===== src/hdl/rap_pkg.sv =====
// Shared types, constants and helpers for the rotate-and-project pipeline.
package rap_pkg;

    localparam int CoordW     = 24;
    localparam int CoefW      = 16;
    localparam int NearW      = 10;
    localparam int FarW       = 11;
    localparam int ColW       = 8;
    localparam int RowW       = 6;
    localparam int ScreenWidth  = 170;
    localparam int ScreenHeight = 40;
    localparam int PaddrW     = 5;

    // Rotation intermediates are not limited; 30 bits cover
    // three passes of a 16-bit Q2.14 coefficient pair on a 25-bit value.
    localparam int RotW       = 30;
    localparam int ProdW      = RotW + CoefW + 1;
    localparam int DivW       = 46;    // far*near << 24 fits in 46 bits
    localparam int QuotW      = 46;

    localparam logic signed [CoordW-1:0] Max24 = 24'sh7FFFFF;
    localparam logic signed [CoordW-1:0] Min24 = -24'sh800000;
    localparam logic signed [RotW-1:0]   PivotZ = 30'sd409600;

    typedef enum logic [2:0] {
        REG_COS_X = 3'd0,
        REG_SIN_X = 3'd1,
        REG_COS_Y = 3'd2,
        REG_SIN_Y = 3'd3,
        REG_COS_Z = 3'd4,
        REG_SIN_Z = 3'd5,
        REG_NEAR  = 3'd6,
        REG_FAR   = 3'd7
    } reg_idx_t;

    typedef struct packed {
        logic signed [CoefW-1:0] cos_x;
        logic signed [CoefW-1:0] sin_x;
        logic signed [CoefW-1:0] cos_y;
        logic signed [CoefW-1:0] sin_y;
        logic signed [CoefW-1:0] cos_z;
        logic signed [CoefW-1:0] sin_z;
        logic [NearW-1:0]        near_dist;
        logic [FarW-1:0]         far_dist;
    } cfg_t;

    typedef struct packed {
        logic signed [CoordW-1:0] x;
        logic signed [CoordW-1:0] y;
        logic signed [CoordW-1:0] z;
    } vec_t;

    typedef struct packed {
        logic signed [CoordW-1:0] rot_x;
        logic signed [CoordW-1:0] rot_y;
        logic signed [CoordW-1:0] rot_z;
        logic [ColW-1:0]          screen_col;
        logic [RowW-1:0]          screen_row;
        logic signed [CoordW-1:0] depth;
        logic                     visible;
    } res_t;

    // Round to nearest, ties up, then arithmetic shift by 14.
    function automatic logic signed [RotW-1:0] rnd14(input logic signed [ProdW-1:0] v);
        logic signed [ProdW-1:0] a;
        a = v + ProdW'(8192);
        return RotW'(a >>> 14);
    endfunction

    function automatic logic signed [CoordW-1:0] sat_rot(input logic signed [RotW-1:0] v);
        if (v > RotW'(Max24))
            return Max24;
        else if (v < RotW'(Min24))
            return Min24;
        else
            return CoordW'(v);
    endfunction

endpackage


===== src/hdl/rap_regs.sv =====
// APB register file holding the rotation coefficients and clip distances.
module rap_regs (
    input  logic                           clk,
    input  logic                           rst_n,
    input  logic                           psel,
    input  logic                           penable,
    input  logic                           pwrite,
    input  logic [rap_pkg::PaddrW-1:0]     paddr,
    input  logic [31:0]                    pwdata,
    output logic [31:0]                    prdata,
    output logic                           pready,
    output rap_pkg::cfg_t                  cfg
);
    rap_pkg::cfg_t    cfg_reg;
    rap_pkg::reg_idx_t idx;

    assign idx    = rap_pkg::reg_idx_t'(paddr[4:2]);
    assign pready = 1'b1;
    assign cfg    = cfg_reg;

    always_ff @(posedge clk or negedge rst_n)
    begin
        if (!rst_n)
        begin
            cfg_reg.cos_x     <= 16'sd16384;
            cfg_reg.sin_x     <= '0;
            cfg_reg.cos_y     <= 16'sd16384;
            cfg_reg.sin_y     <= '0;
            cfg_reg.cos_z     <= 16'sd16384;
            cfg_reg.sin_z     <= '0;
            cfg_reg.near_dist <= 10'd40;
            cfg_reg.far_dist  <= 11'd220;
        end
        else if (psel && penable && pwrite)
        begin
            unique case (idx)
                rap_pkg::REG_COS_X: cfg_reg.cos_x     <= pwdata[15:0];
                rap_pkg::REG_SIN_X: cfg_reg.sin_x     <= pwdata[15:0];
                rap_pkg::REG_COS_Y: cfg_reg.cos_y     <= pwdata[15:0];
                rap_pkg::REG_SIN_Y: cfg_reg.sin_y     <= pwdata[15:0];
                rap_pkg::REG_COS_Z: cfg_reg.cos_z     <= pwdata[15:0];
                rap_pkg::REG_SIN_Z: cfg_reg.sin_z     <= pwdata[15:0];
                rap_pkg::REG_NEAR:  cfg_reg.near_dist <= pwdata[9:0];
                rap_pkg::REG_FAR:   cfg_reg.far_dist  <= pwdata[10:0];
                default: ;
            endcase
        end
    end

    always_comb
    begin
        prdata = '0;
        unique case (idx)
            rap_pkg::REG_COS_X: prdata = 32'(cfg_reg.cos_x);
            rap_pkg::REG_SIN_X: prdata = 32'(cfg_reg.sin_x);
            rap_pkg::REG_COS_Y: prdata = 32'(cfg_reg.cos_y);
            rap_pkg::REG_SIN_Y: prdata = 32'(cfg_reg.sin_y);
            rap_pkg::REG_COS_Z: prdata = 32'(cfg_reg.cos_z);
            rap_pkg::REG_SIN_Z: prdata = 32'(cfg_reg.sin_z);
            rap_pkg::REG_NEAR:  prdata = {22'd0, cfg_reg.near_dist};
            rap_pkg::REG_FAR:   prdata = {21'd0, cfg_reg.far_dist};
            default:            prdata = '0;
        endcase
    end
endmodule


===== config.mk =====
export PLATFORM = sky130hd
export DESIGN_NAME = rap_regs
export DESIGN_NICKNAME = d
export VERILOG_FILES = /design/src/hdl/rap_pkg.sv /design/src/hdl/rap_regs.sv
export SDC_FILE = /design/constraint.sdc
export NUM_CORES = 1
export LEC_CHECK = 0
export BUFFER_PORTS_ARGS = -buffer_cell sky130_fd_sc_hd__buf_4
export CAP_MARGIN = 10
export CORE_ASPECT_RATIO = 1.25
export CORE_MARGIN = 2
export CORE_UTILIZATION = 54
export DETAILED_ROUTE_END_ITERATION = 6
export GPL_TIMING_DRIVEN = 0
export PLACE_DENSITY_LB_ADDON = 0.15
export SLEW_MARGIN = 5
export SYNTH_ARGS = -nofsm -noshare
export SYNTH_HDL_FRONTEND = slang
export SYNTH_SLANG_ARGS = --single-unit

===== constraint.sdc =====
create_clock -name clk -period 3.52 [get_ports clk]
set_input_delay 0.352 -clock clk [delete_from_list [all_inputs] [get_ports clk]]
set_output_delay 0.352 -clock clk [all_outputs]
set_load 0.01 [all_outputs]

=== After elaboration in Yosys (flattened, before gate mapping) ===
Index checks and enable logic that the tools add are counted.
Widths: inputs -> output; s select.

* Equal/unequal tests: 7
* Shift-type cells: 0
* $mul: 0
* Mux-type cells: 1
* Bitwise operators: 0
* $add $sub $neg: 0
* Reductions and logical operators: 11
* Divide/modulo/power cells: 0
* Order comparisons: 0

{| class="wikitable"
|+ Operators by type and width
! cell !! count
|-
| $pmux 32 s8 || 1
|-
| $reduce_and 2->1 || 8
|-
| $eq 3x3->1 const B || 4
|-
| $eq 3x2->1 const B || 2
|-
| $eq 3x1->1 const B || 1
|-
| $logic_not 3->1 || 1
|-
| $logic_and 1x1->1 || 2
|}

* Bits in writable memories: 0
* Bits of input ports: 42
* Memories: 0
* Bits in latches: 0
* Logic and storage cells: 27
* Bits in registers: 117
* Memory bits (read-only): 0
* Output and inout bits: 150

=== Logic depth before layout (Yosys ltp) ===
* Word-level depth: 3
* Mapped depth: 7
* Depth with buffers taken out: 4

=== Least setup slack after synthesis ===
No wires, ideal clock.

* Path type: input port to output port
* Start point: input port paddr[2] in the netlist's numbering
* End point: output port prdata[16]
* Buffers on the path: 4
* Setup slack: 1.049 ns
* Data arrival time: 2.119 ns
* Stages: 6
* Required time: 3.168 ns
* Path through: buf_4 > buf_2 > clkbuf_1 > a211oi_1 > a21oi_1 > buf_4

* Word-level cells in the longest chain between the ends: 2
* Elaborated cells on any way between the ends: 9
* Those cells by class: eq/ne (7); mux (1); reduce/logical (1)

{| class="wikitable"
|+ RTL lines
! element !! line !! text
|-
| start, declared || rap_regs.sv:8 || <nowiki>input logic [rap_pkg::PaddrW-1:0] paddr,</nowiki>
|-
| $eq 3x3->1, or another cell as far along || rap_regs.sv:53 || <nowiki>unique case (idx)</nowiki>
|-
| $pmux 32 s8 * || rap_regs.sv:53 ||
|-
| end, declared || rap_regs.sv:10 || <nowiki>output logic [31:0] prdata,</nowiki>
|}

Every way passes the cells marked *; elsewhere a longest branch is shown, timed or not.

=== Final worst setup path ===
* Start point: input port paddr[4] in the netlist's numbering
* End point: output port prdata[19]

The elaborated chain is that of the path after synthesis.

==> impl_metrics.prom <==
# TYPE chip_impl_metric gauge
chip_impl_metric{name="grt_antenna_before_repair",unit=""} 0
chip_impl_info{name="yosys-top-cells-count",value="107 x sky130_fd_sc_hd__dfrtp_1, 105 x sky130_fd_sc_hd__mux2_2, 38 x sky130_fd_sc_hd__mux2i_1, 23 x sky130_fd_sc_hd__nor2_1, 20 x sky130_fd_sc_hd__buf_4"} 1
chip_impl_metric{name="layout_worst_path_cycle_share",unit=""} 0.775
chip_impl_metric{name="fp-row-count",unit=""} 41
chip_impl_metric{name="die_h",unit="um"} 117
chip_impl_metric{name="post_synthesis_share_of_cell_area_spent_on_and_or_nand_and_nor_gates",unit=""} 0.0462
chip_impl_metric{name="detailedPlacementHpwl",unit="um"} 10600
chip_impl_metric{name="grt.overflow.total",unit=""} 0
chip_impl_metric{name="placed_cell_area",unit="mm^2"} 0.00700
chip_impl_metric{name="vias",unit=""} 4186
chip_impl_metric{name="drt_pre_antenna_iters",unit=""} 4
chip_impl_metric{name="drtAntennaViolNets",unit=""} 0
chip_impl_metric{name="postCtsSetupRepairBufs",unit=""} 0
chip_impl_metric{name="timing.final.max_slew_violations",unit=""} 0
chip_impl_metric{name="muxShareOfSynthArea",unit=""} 0.309
chip_impl_metric{name="synth_async_sr_flop_share",unit=""} 1.00
chip_impl_info{name="netlist_top_cells_area",value="sky130_fd_sc_hd__dfrtp_1 48%, sky130_fd_sc_hd__mux2_2 21%, sky130_fd_sc_hd__mux2i_1 6.9%"} 1
chip_impl_metric{name="largest_reg_flops",unit=""} 117
chip_impl_metric{name="vias_in_the_first_global_route",unit=""} 4438
chip_impl_metric{name="placeableCoreArea",unit="mm^2"} 0.0101
chip_impl_metric{name="post-route-min-period",unit="ns"} 2.73
chip_impl_metric{name="fp.dieArea",unit="mm^2"} 0.0111
chip_impl_metric{name="final-hold-violation-count",unit=""} 0
chip_impl_metric{name="clk_pin_slew_worst_paths",unit="ns"} 0.05
chip_impl_info{name="cp-end-kind",value="primary output"} 1
chip_impl_metric{name="layout.nets",unit=""} 650
chip_impl_metric{name="postSynthAreaPerCell",unit="um^2"} 13.3
chip_impl_metric{name="clock_tree.htree_level_count",unit=""} 4
chip_impl_metric{name="relative_slew_margins",unit=""} 0.289
chip_impl_metric{name="synth-edff-count",unit=""} 0
chip_impl_metric{name="drv_cap",unit=""} 0
chip_impl_metric{name="cts_hold_buf",unit=""} 0
chip_impl_metric{name="required",unit="ns"} 3.17
chip_impl_metric{name="routabilityCongestion",unit=""} 0.853
chip_impl_metric{name="totalWireLength",unit="um"} 15600
chip_impl_metric{name="yosysSeqAreaShare",unit=""} 0.530
chip_impl_metric{name="fin_area",unit="mm^2"} 0.00757
chip_impl_metric{name="cts-buffers-inserted",unit=""} 17
chip_impl_metric{name="synthAdderAreaFrac",unit=""} 0
chip_impl_metric{name="synth_top_area_share",unit=""} 0.483
chip_impl_metric{name="finClkSkew",unit="ns"} 0
chip_impl_metric{name="grt_start_max_net_pins",unit=""} 118
chip_impl_metric{name="path_max_fanout",unit=""} 14
chip_impl_metric{name="grt_use_total",unit=""} 0.295
chip_impl_metric{name="synth_nets",unit=""} 459
chip_impl_metric{name="cts.path.max_buffers",unit=""} 2
chip_impl_metric{name="p_leak",unit="uW"} 0.00378
chip_impl_info{name="tritoncts",value="done"} 1
chip_impl_metric{name="yosys.area_share.xor_xnor",unit=""} 0
chip_impl_metric{name="worstPathArrival",unit="ns"} 2.38
chip_impl_info{name="clk_root_buffer_cell",value="sky130_fd_sc_hd__clkbuf_16"} 1
chip_impl_info{name="yosysMostFrequentCell",value="sky130_fd_sc_hd__dfrtp_1"} 1
chip_impl_metric{name="mappedNetlistArea",unit="mm^2"} 0.00555
chip_impl_metric{name="antenna_cells_inserted",unit=""} 0
chip_impl_metric{name="clock_latency",unit="ns"} 0.41
chip_impl_metric{name="worst-slew-pin-transition",unit="ns"} 1.07
chip_impl_metric{name="layout-drive-gt1-share",unit=""} 0.589
chip_impl_metric{name="tritoncts_num_sinks",unit=""} 117
chip_impl_metric{name="achievable-frequency",unit="MHz"} 367
chip_impl_metric{name="synth-warning-count",unit=""} 0
chip_impl_metric{name="tns",unit="ns"} 0
chip_impl_metric{name="initial_utilization",unit=""} 0.552
chip_impl_metric{name="placement.io_buffers",unit=""} 171
chip_impl_metric{name="num_io_pins",unit=""} 192
chip_impl_info{name="hold_path.class",value="in -> async"} 1
chip_impl_metric{name="synth.ff_latch_count",unit=""} 117
chip_impl_metric{name="drt-vias-per-instance",unit=""} 5.58
chip_impl_metric{name="chipWidth",unit="um"} 94.7
chip_impl_metric{name="setup_violations",unit=""} 0
chip_impl_info{name="setup.worst_path.start_class",value="primary input"} 1
chip_impl_metric{name="worst_ir_drop_vdd",unit="uV"} 442
chip_impl_info{name="ys.flop_type",value="sky130_fd_sc_hd__dfrtp_1"} 1
chip_impl_info{name="netlist.top_cell.by_area",value="sky130_fd_sc_hd__dfrtp_1"} 1
chip_impl_info{name="timing_worst_setup_path_type",value="in -> out"} 1
chip_impl_info{name="run_status",value="completed"} 1
chip_impl_info{name="unrepaired_setup_endpoints_after_global_routing",value="false"} 1
chip_impl_info{name="synth_top_family_by_area",value="multiplexers"} 1
chip_impl_metric{name="drcViolationCount",unit=""} 0
chip_impl_metric{name="route.detailed.wl_per_inst",unit="um"} 20.8
chip_impl_metric{name="p_per_area",unit="mW/mm^2"} 628
chip_impl_metric{name="synth_compound_gate_area_share",unit=""} 0.0663
chip_impl_metric{name="synthCells",unit=""} 417
chip_impl_metric{name="first_iter_violations",unit=""} 201
chip_impl_metric{name="netlist-cell-type-count",unit=""} 33
chip_impl_metric{name="cts_resized",unit=""} 0
chip_impl_metric{name="syn2layout_area_growth",unit="%"} 36.5
chip_impl_metric{name="grt_pass1_wl",unit="um"} 24300
[layer usage]
layer,up-vias,global-route usage,wire length [um]
met5,-,0,0
met4,0,0.116,400
met3,30,0.0957,1240
met2,187,0.488,8240
met1,2093,0.352,5740
li1,1876,-,-
[metrics by stage]
step                 util  total power [uW]  worst slack [ns]  hold slack (ns)  cells
finish              0.753              4750             0.792           0.0329    750
global route        0.753              4970             0.657            0.194    750
CTS                 0.752              4780             0.412            0.147    749
detailed placement  0.696              3120             0.426            0.524    717
global placement    0.695              3070             0.515            0.516    717
floorplan               -              2430              1.05           0.0564    417
[path summary, 6_finish.rpt]
| path | from | end | slack (ns) | cells after the start |
|---|---|---|---|---|
| worst max-delay path | paddr[4] | prdata[19] | 0.79 | 9 |
| worst min register to register | cfg[98] | cfg[98] | 0.53 | 1 |
| worst max register to register | cfg[103] | cfg[103] | 2.70 | 1 |
| min in group clk | pwdata[10] | cfg[95] | 0.21 | 3 |
| worst min-delay path | rst_n | cfg[113] | 0.03 | 1 |
| max in group asynchronous | rst_n | cfg[0] | 2.71 | 1 |
[report_power, final]
group | internal (uW) | switching (uW)
Combinational | 715 | 532
Clock | 1070 | 580
Sequential | 1630 | 229
Total | 3410 | 1340
[worst max-delay path: stages]
cell,delay [ns]
sky130_fd_sc_hd__buf_4,0.10
sky130_fd_sc_hd__buf_2,0.24
sky130_fd_sc_hd__clkbuf_1,0.62
sky130_fd_sc_hd__nor2_1,0.12
sky130_fd_sc_hd__a211oi_1,0.25
sky130_fd_sc_hd__a21oi_1,0.16
sky130_fd_sc_hd__buf_4,0.26
sky130_fd_sc_hd__buf_4,0.14
sky130_fd_sc_hd__buf_4,0.13
[kinds of logic (layout without fill, tap and decap cells)]
logic type      count (synthesis)  after routing
simple gates                   49             49
flops                         117            117
other cells                     1              1
mux                           153            153
buf+inv                        43            247
compound gates                 54             54
[area by class of cell]
type / instances / area (um^2)
Fill cell: 711 / 2480
Clock buffer: 22 / 464
Inverter: 2 / 7.51
Tap cell: 129 / 161
Timing Repair Buffer: 172 / 1290
Clock inverter: 10 / 105
Sequential cell: 117 / 2940
Buffer: 41 / 258
Multi-Input combinational cell: 257 / 2340
[cells in the final DEF (no fill, tap or decap), types with 2 or more instances in the layout]
cell / synthesis / layout
sky130_fd_sc_hd__nand2b_1: 4 / 4
sky130_fd_sc_hd__o22a_1: 10 / 10
sky130_fd_sc_hd__buf_4: 20 / 191
sky130_fd_sc_hd__nor2_1: 23 / 23
sky130_fd_sc_hd__or3_1: 2 / 2
sky130_fd_sc_hd__buf_1: 3 / 3
sky130_fd_sc_hd__clkbuf_8: 0 / 2
sky130_fd_sc_hd__o22ai_1: 10 / 10
sky130_fd_sc_hd__dfrtp_1: 107 / 107
sky130_fd_sc_hd__clkbuf_1: 5 / 8
sky130_fd_sc_hd__a21o_1: 2 / 2
sky130_fd_sc_hd__clkinvlp_4: 0 / 2
sky130_fd_sc_hd__buf_6: 2 / 3
sky130_fd_sc_hd__mux2i_1: 38 / 38
sky130_fd_sc_hd__nand2_1: 7 / 7
sky130_fd_sc_hd__clkinv_2: 0 / 6
sky130_fd_sc_hd__a211oi_1: 13 / 13
sky130_fd_sc_hd__clkbuf_16: 0 / 17
sky130_fd_sc_hd__dfstp_2: 10 / 10
sky130_fd_sc_hd__mux2_4: 10 / 10
sky130_fd_sc_hd__mux2_2: 105 / 105
sky130_fd_sc_hd__inv_1: 2 / 2
sky130_fd_sc_hd__bufinv_16: 0 / 2
sky130_fd_sc_hd__buf_2: 11 / 11
sky130_fd_sc_hd__a21oi_1: 13 / 13
sky130_fd_sc_hd__nor2b_1: 3 / 3
sky130_fd_sc_hd__o21ai_0: 2 / 2
sky130_fd_sc_hd__nor2_2: 5 / 5
(Power assumes the default switching activity.)
